File: src/hw/rtl/tks_pkg.sv
package tks_pkg;

    localparam int MAX_VERTICES_DEF = 16;
    localparam int ROW_W            = 16;
    localparam int ROW_IDX_W        = 4;
    localparam int VCNT_W           = 5;
    localparam int VERTEX_W         = 4;
    localparam logic [VCNT_W-1:0] VCNT_RST = 5'd16;

    localparam logic CMD_LOAD = 1'b0;
    localparam logic CMD_RUN  = 1'b1;

    typedef enum logic [1:0] {
        M_DEG  = 2'd0,
        M_SEED = 2'd1,
        M_EDGE = 2'd2,
        M_OUT  = 2'd3
    } t_mode;

    typedef struct packed {
        logic deg_we;
        logic enq;
        logic emit;
    } t_act;

endpackage

File: src/hw/rtl/topological_sort_kahn_unit.sv
// channel   | handshake                 | payload
// ----------+---------------------------+----------------------------------------
// input     | start, busy               | i_command, i_row_index, i_row_bits
// result    | o_strobe (one cycle each) | o_vertex, o_acyclic, o_last
// config    | i_cfg_we                  | i_cfg_wdata (vertex count)
//
// A row load leaves busy low.
// A run raises busy; each edge scan step reads the in-degree memory at one column while it
// writes back the column that it read before.
// The order is emitted one vertex per cycle at the end of the run; a cyclic graph ends
// earlier and gives one result in the same cycle that busy drops.
// Reset is synchronous, active low, and needs no clearing pass.
// The receiver cannot stall: each result beat stands for exactly one cycle.
module topological_sort_kahn_unit #(
    parameter int MAX_VERTICES = tks_pkg::MAX_VERTICES_DEF
) (
    input  logic                           i_clk,
    input  logic                           i_rst_n,
    input  logic                           start,
    output logic                           busy,
    input  logic                           i_command,
    input  logic [tks_pkg::ROW_IDX_W-1:0]  i_row_index,
    input  logic [tks_pkg::ROW_W-1:0]      i_row_bits,
    input  logic                           i_cfg_we,
    input  logic [tks_pkg::VCNT_W-1:0]     i_cfg_wdata,
    output logic                           o_strobe,
    output logic [tks_pkg::VERTEX_W-1:0]   o_vertex,
    output logic                           o_acyclic,
    output logic                           o_last
);
    import tks_pkg::*;

    localparam int VW = $clog2(MAX_VERTICES);
    localparam int CW = $clog2(MAX_VERTICES + 1);

    typedef enum logic [6:0] {
        S_IDLE = 7'b0000001,
        S_CLR  = 7'b0000010,
        S_ROW  = 7'b0000100,
        S_SCAN = 7'b0001000,
        S_POP  = 7'b0010000,
        S_POPW = 7'b0100000,
        S_CYC  = 7'b1000000
    } t_state;

    logic [ROW_W-1:0] adj_mem [MAX_VERTICES];
    logic [CW-1:0]    deg_mem [MAX_VERTICES];
    logic [VW-1:0]    q_mem   [MAX_VERTICES];

    logic [ROW_W-1:0] r_adj_q;
    logic [CW-1:0]    r_deg_q;
    logic [VW-1:0]    r_q_q;

    t_state              r_state, n_state;
    t_mode               r_mode, n_mode;
    logic [VCNT_W-1:0]   r_vcount;
    logic [CW-1:0]       r_n, n_n;
    logic [CW-1:0]       r_i, n_i;
    logic [CW-1:0]       r_j, n_j;
    logic [CW-1:0]       r_pj, n_pj;
    logic                r_p1, n_p1;
    logic [CW-1:0]       r_head, n_head;
    logic [CW-1:0]       r_tail, n_tail;
    logic [VW-1:0]       r_v, n_v;
    logic                r_strb, n_strb;
    logic [VERTEX_W-1:0] r_vertex, n_vertex;
    logic                r_acyc, n_acyc;
    logic                r_last, n_last;

    logic          adj_we;
    logic [VW-1:0] adj_ra;
    logic          deg_we;
    logic [VW-1:0] deg_wa;
    logic [CW-1:0] deg_wd;
    logic          q_we;
    logic [VW-1:0] q_ra;
    logic [CW-1:0] vcnt_use;
    logic          edge_bit;
    t_act          act;
    logic [CW-1:0] deg_nx;

    function automatic logic edge_at(input logic [ROW_W-1:0] row, input logic [CW-1:0] j);
        logic b;
        b = 1'b0;
        for (int k = 0; k < ROW_W; k++) begin
            if (k == int'(j)) begin
                b = row[k];
            end
        end
        return b;
    endfunction

    assign vcnt_use = (r_vcount == '0) ? CW'(1) :
                      (int'(r_vcount) > MAX_VERTICES) ? CW'(MAX_VERTICES) : CW'(r_vcount);
    assign adj_we   = (r_state == S_IDLE) && start && (i_command == CMD_LOAD)
                      && (int'(i_row_index) < MAX_VERTICES);
    assign adj_ra   = (r_mode == M_DEG) ? r_i[VW-1:0] : r_v;
    assign q_ra     = (r_state == S_POP) ? r_head[VW-1:0] : r_j[VW-1:0];
    assign edge_bit = edge_at(r_adj_q, r_pj);
    assign q_we     = act.enq;

    tks_alu #(
        .DW (CW)
    ) u_alu (
        .i_mode   (r_mode),
        .i_valid  (r_p1 && (r_state == S_SCAN)),
        .i_edge   (edge_bit),
        .i_room   (r_tail < r_n),
        .i_deg    (r_deg_q),
        .o_act    (act),
        .o_deg_nx (deg_nx)
    );

    always_comb begin
        n_state  = r_state;
        n_mode   = r_mode;
        n_n      = r_n;
        n_i      = r_i;
        n_j      = r_j;
        n_pj     = r_pj;
        n_p1     = 1'b0;
        n_head   = r_head;
        n_tail   = r_tail;
        n_v      = r_v;
        n_strb   = 1'b0;
        n_vertex = r_vertex;
        n_acyc   = r_acyc;
        n_last   = r_last;
        deg_we   = 1'b0;
        deg_wa   = r_pj[VW-1:0];
        deg_wd   = deg_nx;

        case (r_state)
            S_IDLE: begin
                if (start && (i_command == CMD_RUN)) begin
                    n_n     = vcnt_use;
                    n_j     = '0;
                    n_state = S_CLR;
                end
            end
            S_CLR: begin
                deg_we = 1'b1;
                deg_wa = r_j[VW-1:0];
                deg_wd = '0;
                n_j    = r_j + CW'(1);
                if (r_j == r_n - CW'(1)) begin
                    n_i     = '0;
                    n_j     = '0;
                    n_mode  = M_DEG;
                    n_state = S_ROW;
                end
            end
            S_ROW: begin
                n_state = S_SCAN;
            end
            S_SCAN: begin
                deg_we = act.deg_we;
                if (act.enq) begin
                    n_tail = r_tail + CW'(1);
                end
                if (act.emit) begin
                    n_strb   = 1'b1;
                    n_vertex = VERTEX_W'(r_q_q);
                    n_acyc   = 1'b1;
                    n_last   = (r_pj == r_n - CW'(1));
                end
                if (r_j < r_n) begin
                    n_j  = r_j + CW'(1);
                    n_p1 = 1'b1;
                    n_pj = r_j;
                end else if (!r_p1) begin
                    case (r_mode)
                        M_DEG: begin
                            n_j = '0;
                            if (r_i == r_n - CW'(1)) begin
                                n_mode = M_SEED;
                                n_head = '0;
                                n_tail = '0;
                            end else begin
                                n_i     = r_i + CW'(1);
                                n_state = S_ROW;
                            end
                        end
                        M_SEED: begin
                            n_state = S_POP;
                        end
                        M_EDGE: begin
                            n_state = S_POP;
                        end
                        M_OUT: begin
                            n_state = S_IDLE;
                        end
                        default: begin
                            n_state = S_IDLE;
                        end
                    endcase
                end
            end
            S_POP: begin
                n_j = '0;
                if (r_head < r_tail) begin
                    n_head  = r_head + CW'(1);
                    n_state = S_POPW;
                end else if (r_head == r_n) begin
                    n_mode  = M_OUT;
                    n_state = S_SCAN;
                end else begin
                    n_state = S_CYC;
                end
            end
            S_POPW: begin
                n_v     = r_q_q;
                n_mode  = M_EDGE;
                n_j     = '0;
                n_state = S_ROW;
            end
            S_CYC: begin
                n_strb   = 1'b1;
                n_vertex = '0;
                n_acyc   = 1'b0;
                n_last   = 1'b1;
                n_state  = S_IDLE;
            end
            default: begin
                n_state = S_IDLE;
            end
        endcase
    end

    always_ff @(posedge i_clk) begin
        if (adj_we) begin
            adj_mem[VW'(i_row_index)] <= i_row_bits;
        end
        r_adj_q <= adj_mem[adj_ra];
    end

    always_ff @(posedge i_clk) begin
        if (deg_we) begin
            deg_mem[deg_wa] <= deg_wd;
        end
        r_deg_q <= deg_mem[r_j[VW-1:0]];
    end

    always_ff @(posedge i_clk) begin
        if (q_we) begin
            q_mem[r_tail[VW-1:0]] <= r_pj[VW-1:0];
        end
        r_q_q <= q_mem[q_ra];
    end

    always_ff @(posedge i_clk) begin
        if (!i_rst_n) begin
            r_state  <= S_IDLE;
            r_mode   <= M_DEG;
            r_vcount <= VCNT_RST;
            r_n      <= '0;
            r_i      <= '0;
            r_j      <= '0;
            r_pj     <= '0;
            r_p1     <= 1'b0;
            r_head   <= '0;
            r_tail   <= '0;
            r_v      <= '0;
            r_strb   <= 1'b0;
        end else begin
            if (i_cfg_we) begin
                r_vcount <= i_cfg_wdata;
            end
            r_state <= n_state;
            r_mode  <= n_mode;
            r_n     <= n_n;
            r_i     <= n_i;
            r_j     <= n_j;
            r_pj    <= n_pj;
            r_p1    <= n_p1;
            r_head  <= n_head;
            r_tail  <= n_tail;
            r_v     <= n_v;
            r_strb  <= n_strb;
        end
    end

    always_ff @(posedge i_clk) begin
        r_vertex <= n_vertex;
        r_acyc   <= n_acyc;
        r_last   <= n_last;
    end

    assign busy      = (r_state != S_IDLE);
    assign o_strobe  = r_strb;
    assign o_vertex  = r_vertex;
    assign o_acyclic = r_acyc;
    assign o_last    = r_last;

endmodule

File: src/hw/rtl/tks_alu.sv
module tks_alu #(
    parameter int DW = 5
) (
    input  tks_pkg::t_mode i_mode,
    input  logic           i_valid,
    input  logic           i_edge,
    input  logic           i_room,
    input  logic [DW-1:0]  i_deg,
    output tks_pkg::t_act  o_act,
    output logic [DW-1:0]  o_deg_nx
);
    import tks_pkg::*;

    logic zero;
    logic one;

    assign zero     = (i_deg == '0);
    assign one      = (i_deg == DW'(1));
    assign o_deg_nx = i_deg + ((i_mode == M_EDGE) ? {DW{1'b1}} : DW'(1));

    always_comb begin
        o_act = '0;
        case (i_mode)
            M_DEG: begin
                o_act.deg_we = i_valid && i_edge;
            end
            M_SEED: begin
                o_act.enq = i_valid && zero && i_room;
            end
            M_EDGE: begin
                o_act.deg_we = i_valid && i_edge && !zero;
                o_act.enq    = i_valid && i_edge && one && i_room;
            end
            M_OUT: begin
                o_act.emit = i_valid;
            end
            default: begin
                o_act = '0;
            end
        endcase
    end

endmodule

File: config.mk
export PLATFORM = sky130hd
export DESIGN_NAME = topological_sort_kahn_unit
export DESIGN_NICKNAME = d
export VERILOG_FILES = /design/src/hw/rtl/tks_pkg.sv /design/src/hw/rtl/topological_sort_kahn_unit.sv /design/src/hw/rtl/tks_alu.sv
export SDC_FILE = /design/constraint.sdc
export NUM_CORES = 1
export LEC_CHECK = 0
export BUFFER_PORTS_ARGS = -buffer_cell sky130_fd_sc_hd__buf_2
export CELL_PAD_IN_SITES_DETAIL_PLACEMENT = 1
export CELL_PAD_IN_SITES_GLOBAL_PLACEMENT = 1
export CORE_UTILIZATION = 45
export DETAILED_ROUTE_END_ITERATION = 6
export PLACE_DENSITY = 0.74
export SKIP_LAST_GASP = 1
export SLEW_MARGIN = 40
export SYNTH_ARGS = -nofsm -noshare
export SYNTH_HDL_FRONTEND = slang
export SYNTH_HIERARCHICAL = 1
export SYNTH_SLANG_ARGS = --single-unit
File: constraint.sdc
create_clock -name i_clk -period 3.3 [get_ports i_clk]
set_input_delay 0.165 -clock i_clk [delete_from_list [all_inputs] [get_ports i_clk]]
set_output_delay 0.165 -clock i_clk [all_outputs]
set_load 0.005 [all_outputs]
==> impl_metrics.py, run 1 <==
metrics = {
    "global_route": {
        "antenna_found_initial": 1,
        "grt_max_degree": 45,
        "grt_overflow": 0,
        "grt.total_usage_pct": 22.7,
        "grt_pass1_wl_mm": 79.4,
        "grt_pass1_vias": 13000,
    },
    "sta": {
        "finalCritPeriodShare_pct": 90.6,
        "maxSlewHeadroom_pct": 51.2,
        "tightest_slew_ps": 725,
        "grt_setup_unrepaired": "no",
        "hold_viol": 0,
        "worst_clock_skew_ps": 16.1,
        "fmax_mhz": 334,
        "setup_viol": 0,
        "maxSlewViolCount": 0,
        "period_needed_ps": 2990,
        "setup-tns-final_ps": 0,
    },
    "hold_path": {
        "hold_path.class": "in2reg",
    },
    "clocking": {
        "post_cts_buffers": 0,
        "cts_htree_levels": 2,
        "cts_buffer_depth": 3,
        "cts.sinks": 481,
        "clk_pin_slew_worst_paths_ps": 70,
        "cts-root-buf": "clkbuf_16",
        "cts_buffers": 50,
        "cts_tree": "done",
        "clkLatencyLatePin_ps": 600,
    },
    "floorplan": {
        "io_pins": 38,
        "fp.dieH_um": 214,
        "dieArea_sq_um": 45900,
        "row_count": 77,
        "start_util_pct": 45.7,
        "dieWidth_um": 214,
        "fp.coreArea_sq_um": 44300,
    },
    "place": {
        "io_buffers": 37,
        "hpwlAfterDp_mm": 34.0,
        "gp_congestion": 0.845,
        "place_inst": 1946,
        "place_area_sq_um": 21700,
    },
    "critical_path": {
        "crit_required_ps": 3610,
        "cp-start-kind": "flop",
        "crit_arrival_ps": 3300,
        "cp-end-kind": "flop",
        "crit_type": "reg2reg",
        "crit_fanout": 8,
    },
    "detailed_routing": {
        "ant_nets": 0,
        "firstDrtPassIters": 6,
        "routed-via-count": 11900,
        "drt-wirelength-per-cell_um": 25.0,
        "drt_wl_total_mm": 51.6,
        "first_iter_violations": 733,
        "drc": 0,
        "vias_per_cell": 5.75,
    },
    "synthesis": {
        "synth_ff_type": "edfxtp_1",
        "syn_inst": 1312,
        "ys_seq_elements": 481,
        "synthTopCellsByCount": "edfxtp_1 (406), nand2_1 (112), nor2_1 (93), mux4_2 (92), dfxtp_1 (75)",
        "synth.most_common_cell": "edfxtp_1",
        "netlist-cell-type-count": 77,
        "postSynthAreaPerCell_sq_um": 15.5,
        "synth_area_sq_um": 20300,
        "ys_top_cells_by_area": "edfxtp_1 (60%), mux4_2 (10%), dfxtp_1 (7.4%), nand2_1 (2.1%), mux2i_1 (2.0%)",
        "synth-warning-count": 6,
        "synth_nets": 1372,
        "ys_seq_area_share_pct": 67.5,
        "synth_edf_count": 406,
        "yosys.area.top_type_share_pct": 60.1,
        "synth.largest_area_cell": "edfxtp_1",
        "async_flop_share_pct": 0,
    },
    "outcome": {
        "status": "finished clean",
    },
    "cells_and_area": {
        "syn2layout_area_growth_pct": 16.8,
        "drive_gt1_share_pct": 22.2,
        "num-nets-final": 1494,
        "stdcell_count": 2067,
        "utilization_pct": 53.4,
        "fin_area_sq_um": 23700,
        "diodes": 0,
    },
    "pwr": {
        "ir_drop_mv": 0.457,
        "p_per_area_nw_per_um2": 536,
        "p_leak_nw": 8.08,
    },
    "job": {
        "maxCapViolations": 0,
    },
}
[flip-flops by register name, indices dropped and copies added (netlist names), 4 cells and up]
signal / flops
r_v: 4
r_pj: 5
r_i: 5
deg_mem: 80
adj_mem: 256
q_mem: 64
r_n: 5
r_tail: 5
r_adj_q: 16
r_vcount: 5
r_j: 5
o_vertex: 4
r_deg_q: 5
r_head: 5
r_q_q: 4
r_state: 7
[logic make-up (layout without fill, tap and decap cells)]
group	after synthesis	in the layout	share of synthesized area, %
XOR/XNOR	41	41	1.85
adder cells (fa/ha/maj)	30	30	1.85
flip-flops	481	481	67.5
AO/OA/AOI/OAI	183	183	6.22
AND/OR/NAND/NOR	345	345	8.15
buffers and inverters	96	259	1.97
multiplexers	136	136	12.4
[placed cells by master (no fill, tap or decap), drive strengths merged, types with 5 or more instances in the layout]
cell / instances
a211oi: 24
a21boi: 8
a21o: 6
a21oi: 48
a311oi: 6
a31o: 5
a31oi: 28
and2: 31
and3: 6
buf: 112
bufinv: 5
clkbuf: 68
clkinv: 14
clkinvlp: 7
dfxtp: 75
dlygate4sd3: 28
edfxtp: 406
ha: 30
inv: 25
mux2i: 41
mux4: 92
nand2: 112
nand2b: 6
nand3: 27
nor2: 94
nor2b: 5
nor3: 26
nor3b: 8
o211ai: 6
o21ai: 16
o22ai: 11
xnor2: 22
xor2: 18
[final timing paths]
kind         slack [ps]                 endpoint                     from  cells after the start
max                 310  adj_mem[4][6]$_DFFE_PP_  r_state[6]$_SDFFE_PN0P_                      9
min                  20  r_state[3]$_SDFFE_PN0P_                    start                      5
max reg2reg         310  adj_mem[4][6]$_DFFE_PP_  r_state[6]$_SDFFE_PN0P_                      9
min reg2reg         540   r_tail[1]$_SDFFE_PN0P_   r_tail[1]$_SDFFE_PN0P_                      2
[worst max-delay path: stages, from the launching register on]
cell and delay [ps]:
dfxtp_1 360, or3_1 460, nor3_1 390, inv_1 130, nor3b_2 310, buf_4 180
nor2b_1 190, nand2_1 180, nor3_2 250, buf_4 240
[where the power goes]
part           switching [mW]  leakage, nW  internal [mW]  total, mW
clock network            2.42        0.806           3.35       5.77
registers              0.0214         4.29           6.59       6.62
logic                   0.188         2.99          0.108      0.296
[routing by layer]
layer | track usage (%) | vias to the layer above | wire length (um)
met3 | 3.48 | 80 | 2050
met5 | 0 | - | 0
li1 | - | 5330 | -
met2 | 39.7 | 248 | 26400
met4 | 7.00 | 0 | 1430
met1 | 29.3 | 6231 | 21800
[through the flow]
stage                     power, mW  setup slack (ps)  hold WS, ps
final                          12.7               310         20.5
after global routing           13.0              86.8         82.3
after CTS                      12.8              99.3         14.5
after detailed placement       7.01               136          391
after global placement         7.00               223          386
after floorplan                6.87              58.9          264
[layout make-up]
class	count	area, sq um
inverters	26	97.6
clock buffers	68	1380
clock inverters	25	313
fillers	4224	20600
well taps	592	741
repair buffers	140	1170
multi-input cells	735	6280
flip-flops and latches	481	13700
[timing repair]
item                                    4_1_cts  5_1_grt
hold buffers                                 28        0
endpoints found under the setup margin        0       33
hold endpoints to repair                    263        0
gates resized for setup                       0        1
Power figures use the tool's default switching activity.
==> run 2: changes to the inputs <==
--- a/config.mk
+++ b/config.mk
@@ -5,12 +5,13 @@
 export SDC_FILE = /design/constraint.sdc
 export NUM_CORES = 1
 export LEC_CHECK = 0
-export BUFFER_PORTS_ARGS = -buffer_cell sky130_fd_sc_hd__buf_2
+export ABC_AREA = 1
+export BUFFER_PORTS_ARGS = -buffer_cell sky130_fd_sc_hd__clkbuf_2
 export CELL_PAD_IN_SITES_DETAIL_PLACEMENT = 1
 export CELL_PAD_IN_SITES_GLOBAL_PLACEMENT = 1
 export CORE_UTILIZATION = 45
 export DETAILED_ROUTE_END_ITERATION = 6
-export PLACE_DENSITY = 0.74
+export PLACE_DENSITY = 0.77
 export SKIP_LAST_GASP = 1
 export SLEW_MARGIN = 40
 export SYNTH_ARGS = -nofsm -noshare
==> run 2 against run 1 <==
  * Final area is 0.22% lower
  * Non-clock buffer count is 23 lower
  * Area after synthesis is 2.1% higher
  * Utilization decreased by 1.4 points
  * Largest power group unchanged
  * Fmax is 3.3% lower
  * First-iteration DRC count grew 76%
  * Global-route usage rose by 2.1 points
  * Flip-flop and latch count did not move
==> impl_metrics.py, run 2 <==
metrics = {
    "synthesis": {
        "synth.largest_area_cell": "edfxtp_1",
        "syn_inst": 1859,
        "synth_nets": 1919,
        "netlist-cell-type-count": 51,
        "synthTopCellsByCount": "edfxtp_1 (406), o21ai_0 (227), nor2_1 (208), nand2_1 (181), a21oi_1 (172)",
        "ys_seq_area_share_pct": 66.1,
        "ys_seq_elements": 481,
        "yosys.area.top_type_share_pct": 58.9,
        "synth-warning-count": 6,
        "ys_top_cells_by_area": "edfxtp_1 (59%), dfxtp_1 (7.3%), o21ai_0 (5.5%), a21oi_1 (4.2%), nor2_1 (3.8%)",
        "synth_area_sq_um": 20700,
        "async_flop_share_pct": 0,
        "synth_edf_count": 406,
        "synth.most_common_cell": "edfxtp_1",
        "synth_ff_type": "edfxtp_1",
        "postSynthAreaPerCell_sq_um": 11.1,
    },
    "detailed_routing": {
        "drt_wl_total_mm": 58.0,
        "drc": 0,
        "first_iter_violations": 1290,
        "routed-via-count": 14800,
        "drt-wirelength-per-cell_um": 22.5,
        "vias_per_cell": 5.75,
        "firstDrtPassIters": 5,
        "ant_nets": 0,
    },
    "global_route": {
        "grt.total_usage_pct": 24.8,
        "grt_overflow": 0,
        "antenna_found_initial": 2,
        "grt_max_degree": 96,
        "grt_pass1_vias": 15500,
        "grt_pass1_wl_mm": 89.1,
    },
    "cells_and_area": {
        "final_common_cell": "edfxtp_1",
        "layout_common_cells": "edfxtp_1 (406), o21ai_0 (225), nor2_1 (187), nand2_1 (178), a21oi_1 (172)",
        "num-fill-cells": 4789,
        "num-nets-final": 1992,
        "drive_gt1_share_pct": 11.8,
        "syn2layout_area_growth_pct": 14.1,
        "fin_area_sq_um": 23600,
        "stdcell_count": 2574,
        "max_flop_register": "adj_mem",
        "largest_reg_flops": 256,
    },
    "pwr": {
        "p_per_area_nw_per_um2": 658,
        "ir_drop_mv": 0.521,
        "p_leak_nw": 8.32,
    },
    "place": {
        "io_buffers": 37,
        "gp_congestion": 0.924,
        "place_area_sq_um": 21700,
        "place_inst": 2452,
        "hpwlAfterDp_mm": 36.7,
    },
    "sta": {
        "tightest_slew_ps": 793,
        "period_needed_ps": 3090,
        "fmax_mhz": 323,
        "worst_clock_skew_ps": 23.5,
        "setup_viol": 0,
        "maxSlewHeadroom_pct": 47.1,
        "maxSlewViolCount": 0,
        "finalCritPeriodShare_pct": 93.7,
        "hold_viol": 0,
    },
    "floorplan": {
        "row_count": 78,
        "fp.dieH_um": 217,
        "start_util_pct": 45.6,
        "fp.coreArea_sq_um": 45400,
        "io_pins": 38,
        "dieArea_sq_um": 46900,
        "dieWidth_um": 217,
    },
    "clocking": {
        "cts_buffer_depth": 3,
        "cts.sinks": 481,
        "clk_pin_slew_worst_paths_ps": 60,
        "cts_tree": "done",
        "cts_htree_levels": 2,
        "clkLatencyLatePin_ps": 600,
        "cts_buffers": 51,
        "post_cts_buffers": 0,
        "cts-root-buf": "clkbuf_16",
    },
    "critical_path": {
        "rrSetupSlack_ps": 210,
        "crit_required_ps": 3550,
        "crit_fanout": 7,
        "cp-start-kind": "flop",
        "crit_type": "reg2reg",
        "crit_arrival_ps": 3340,
        "cp-end-kind": "flop",
    },
    "outcome": {
        "status": "finished clean",
    },
    "job": {
        "maxCapViolations": 0,
    },
    "hold_path": {
        "hold_path.class": "in2reg",
    },
}
-- run 2: cell type report --
cell class / instances / area, sq um / share of cell area, %
Sequential cell: 481 / 13700 / 58.0
Multi-Input combinational cell: 1121 / 6050 / 25.6
Clock buffer: 61 / 1310 / 5.56
Timing Repair Buffer: 117 / 916 / 3.88
Tap cell: 600 / 751 / 3.18
Inverter: 160 / 606 / 2.56
Clock inverter: 33 / 288 / 1.22
Antenna cell: 1 / 2.50 / 0.0106
-- run 2: stage by stage --
stage               power, mW  util [%]  TNS (ps)  hold WS, ps  setup slack (ps)
global placement         9.87      47.9         0          375               245
global route             16.1      52.1      -117         31.3             -15.8
CTS                      15.6      52.0         0         6.08              31.0
detailed placement       10.0      47.9         0          397               155
finish                   15.5      52.1         0         17.4               207
floorplan                9.05         -         0          264               498
-- run 2: worst max-delay path, stage by stage, from the launching register on --
cell,delay [ps]
dfxtp_1,470
inv_2,120
ha_1,330
a21oi_1,140
nor2_1,60
a2111oi_1,410
nand2_1,120
inv_1,80
nand2_1,70
nor2_2,340
nand2_1,260
nor2_1,370
-- run 2: layer usage --
layer  global-route usage [%]  routed length, um  vias to the layer above  share of wire, %
li1                         -                  -                     6815                 -
met1                     31.8              24500                     7411                42
met2                     41.7              28200                      437                49
met3                     4.08               3270                      123               5.6
met4                     10.6               2000                        2               3.4
met5                        0                  9                        -             0.016
-- run 2: timing repair --
item	4_1_cts	5_1_grt
setup endpoints to repair	0	66
endpoints found under the hold margin	213	0
gates resized for setup	0	4
hold buffers	27	0
-- run 2: power breakdown --
group,internal (mW),switching [mW]
registers,7.04,0.138
logic,0.793,1.98
clock network,3.22,2.36
-- run 2: kinds of logic (layout without fill, tap and decap cells) --
| group | count (synthesis) | in the layout | share of synthesized area, % |
|---|---|---|---|
| AND/OR/NAND/NOR | 540 | 540 | 11.5 |
| AO/OA/AOI/OAI | 532 | 532 | 14.7 |
| flip-flops | 481 | 481 | 66.1 |
| buffers and inverters | 257 | 371 | 5.06 |
| adder cells (fa/ha/maj) | 30 | 30 | 1.81 |
| XOR/XNOR | 19 | 19 | 0.804 |
| other | 0 | 1 | 0 |
-- run 2: final timing paths --
kind                                                   to           startpoint  cells after the start
worst max-delay path                q_mem[2][1]$_DFFE_PP_  r_n[2]$_SDFFE_PN0P_                     11
worst min-delay path            adj_mem[11][11]$_DFFE_PP_       i_row_bits[11]                      1
worst max register to register      q_mem[2][1]$_DFFE_PP_  r_n[2]$_SDFFE_PN0P_                     11
worst min register to register        r_v[3]$_SDFFE_PN0P_     r_q_q[3]$_DFF_P_                      2
==> run 3: changes to the inputs <==
--- a/config.mk
+++ b/config.mk
@@ -9,9 +9,9 @@
 export BUFFER_PORTS_ARGS = -buffer_cell sky130_fd_sc_hd__clkbuf_2
 export CELL_PAD_IN_SITES_DETAIL_PLACEMENT = 1
 export CELL_PAD_IN_SITES_GLOBAL_PLACEMENT = 1
-export CORE_UTILIZATION = 45
+export CORE_UTILIZATION = 35
 export DETAILED_ROUTE_END_ITERATION = 6
-export PLACE_DENSITY = 0.77
+export PLACE_DENSITY = 0.63
 export SKIP_LAST_GASP = 1
 export SLEW_MARGIN = 40
 export SYNTH_ARGS = -nofsm -noshare
==> run 3 against run 2 <==
  * Sequential share of layout area shrank 0.91 points
  * Clock power grew 3%
  * Fmax grew 1.2%
  * Die area grew 28%
  * Setup slack gained 38 ps
  * Clock skew shrank 3.0 ps
  * Critical path depth grew 5
  * Non-clock buffer count grew 11
  * Global-route usage shrank 5.4 points
  * Final area grew 1.6%
  * Routed wire length shrank 0.19%
  * Critical endpoint is now q_mem[0][0]$_DFFE_PP_
  * Largest cell class unchanged
  * Largest power group unchanged
==> impl_metrics.py, run 3 (synthesis results as in run 2) <==
metrics = {
    "clocking": {
        "cts_tree": "done",
        "clkLatencyLatePin_ps": 610,
        "cts_buffers": 54,
        "cts_resized": 0,
        "cts_buffer_depth": 3,
        "cts.sinks": 481,
        "cts-root-buf": "clkbuf_16",
        "cts_htree_levels": 2,
        "clk_pin_slew_worst_paths_ps": 60,
    },
    "floorplan": {
        "row_count": 88,
        "fp.dieH_um": 245,
        "dieArea_sq_um": 60100,
        "fp.coreArea_sq_um": 58000,
        "io_pins": 38,
        "dieWidth_um": 245,
        "start_util_pct": 35.7,
    },
    "critical_path": {
        "crit_fanout": 7,
        "crit_required_ps": 3560,
        "cp-end-kind": "flop",
        "cp-start-kind": "flop",
        "crit_arrival_ps": 3310,
        "crit_type": "reg2reg",
    },
    "global_route": {
        "grt.total_usage_pct": 19.5,
        "grt_overflow": 0,
        "antenna_found_initial": 3,
        "grt_pass1_vias": 15200,
        "grt_max_degree": 96,
        "grt_pass1_wl_mm": 89.7,
    },
    "sta": {
        "period_needed_ps": 3050,
        "worst_clock_skew_ps": 20.5,
        "maxSlewHeadroom_pct": 46.7,
        "hold_viol": 0,
        "tightest_slew_ps": 798,
        "setup-tns-final_ps": 0,
        "holdWs_ps": 35.3,
        "setup_viol": 0,
        "finalCritPeriodShare_pct": 92.6,
        "fmax_mhz": 327,
        "grt_setup_unrepaired": "no",
        "maxSlewViolCount": 0,
    },
    "pwr": {
        "p_int_mw": 11.2,
        "p_per_area_nw_per_um2": 654,
        "combPwrFrac_pct": 17.8,
        "p_seq_share_pct": 45.6,
        "p_switching_mw": 4.51,
        "ir_drop_mv": 0.417,
        "clkPwrFrac_pct": 36.5,
        "swShare_pct": 28.7,
        "p_leak_nw": 8.42,
    },
    "cells_and_area": {
        "fin_area_sq_um": 24000,
        "syn2layout_area_growth_pct": 15.9,
        "drive_gt1_share_pct": 12.6,
        "final_common_cell": "edfxtp_1",
        "max_flop_register": "adj_mem",
        "num-nets-final": 2006,
        "layout_common_cells": "edfxtp_1 (406), o21ai_0 (226), nor2_1 (192), nand2_1 (179), a21oi_1 (172)",
        "largest_reg_flops": 256,
    },
    "detailed_routing": {
        "drt_wl_total_mm": 57.9,
        "drc": 0,
        "drt-wirelength-per-cell_um": 21.0,
        "first_iter_violations": 849,
        "firstDrtPassIters": 5,
        "ant_nets": 0,
        "routed-via-count": 14500,
        "vias_per_cell": 5.25,
    },
    "place": {
        "place_area_sq_um": 22100,
        "io_buffers": 37,
        "gp_congestion": 0.861,
        "hpwlAfterDp_mm": 37.2,
    },
    "job": {
        "maxCapViolations": 0,
    },
    "outcome": {
        "status": "finished clean",
    },
    "hold_path": {
        "hold_path.class": "in2reg",
    },
}
run 3: cell types whose count changed in the layout (fill, tap and decap cells not counted), sizes merged:
cell / before / now
clkbuf: 98 / 114
buf: 53 / 67
clkinv: 26 / 20
bufinv: 5 / 2
dlygate4sd3: 27 / 24
clkinvlp: 3 / 4
inv: 159 / 158
run 3: repair_timing:
| action | 4_1_cts | 5_1_grt |
|---|---|---|
| hold endpoints to repair | 146 | 0 |
| hold buffers | 24 | 0 |
| buffers inserted | 0 | 0 |
run 3: area by class of cell:
| class | instances | area (sq um) |
|---|---|---|
| Antenna cell | 1 | 2.50 |
| Clock inverter | 24 | 180 |
| Sequential cell | 481 | 13700 |
| Fill cell | 6291 | 34000 |
| Timing Repair Buffer | 128 | 1020 |
| Clock buffer | 77 | 1500 |
| Multi-Input combinational cell | 1121 | 6040 |
| Tap cell | 765 | 957 |
| Inverter | 160 | 606 |
run 3: path summary, 6_finish.rpt:
| kind | endpoint | from | depth (start not counted) | slack [ps] |
|---|---|---|---|---|
| worst max register to register | q_mem[0][0]$_DFFE_PP_ | r_pj[1]$_SDFFE_PN0P_ | 16 | 250 |
| worst min register to register | r_v[3]$_SDFFE_PN0P_ | r_q_q[3]$_DFF_P_ | 2 | 470 |
| worst min-delay path | adj_mem[7][14]$_DFFE_PP_ | i_row_bits[14] | 1 | 40 |
| worst max-delay path | q_mem[0][0]$_DFFE_PP_ | r_pj[1]$_SDFFE_PN0P_ | 16 | 250 |
run 3: per-layer routing:
| layer | vias to the layer above | global-route usage, % | wire length [um] |
|---|---|---|---|
| met5 | - | 0 | 14 |
| met4 | 2 | 5.96 | 1300 |
| met3 | 86 | 2.81 | 2000 |
| met2 | 236 | 32.6 | 28300 |
| met1 | 7314 | 26.0 | 26300 |
| li1 | 6849 | - | - |
run 3: worst max-delay path: stages, from the launching register on:
cell and delay [ps]:
dfxtp_1 440, inv_1 120, nand2_1 120, or2_2 130, o221ai_1 90, o21ai_0 180, nand3_1 100, nand2_1 70
nor2_1 40, nand4_1 130, nand3_1 90, o21ai_0 290, nand2_1 80, nor2_1 120, buf_4 150, nand2_1 190
nor2_1 370
run 3: per-stage QoR:
step	setup slack [ps]	std cells	util (%)	power [mW]
after floorplan	498	1859	-	9.05
after global placement	354	2631	38.0	9.99
after detailed placement	265	2631	38.0	10.1
after CTS	243	2756	41.4	15.9
after global routing	1.47	2757	41.4	16.4
final	245	2757	41.4	15.7
run 3: power by group through the flow:
| stage | Sequential, mW | Clock [mW] | Combinational (mW) |
|---|---|---|---|
| 2_1_floorplan | 7.25 | 0 | 1.81 |
| 3_3_place_gp | 7.29 | 0 | 2.70 |
| 3_5_place_dp | 7.29 | 0 | 2.78 |
| 4_1_cts | 7.17 | 5.87 | 2.82 |
| 5_1_grt | 7.18 | 6.11 | 3.13 |
| 6_report | 7.16 | 5.73 | 2.80 |
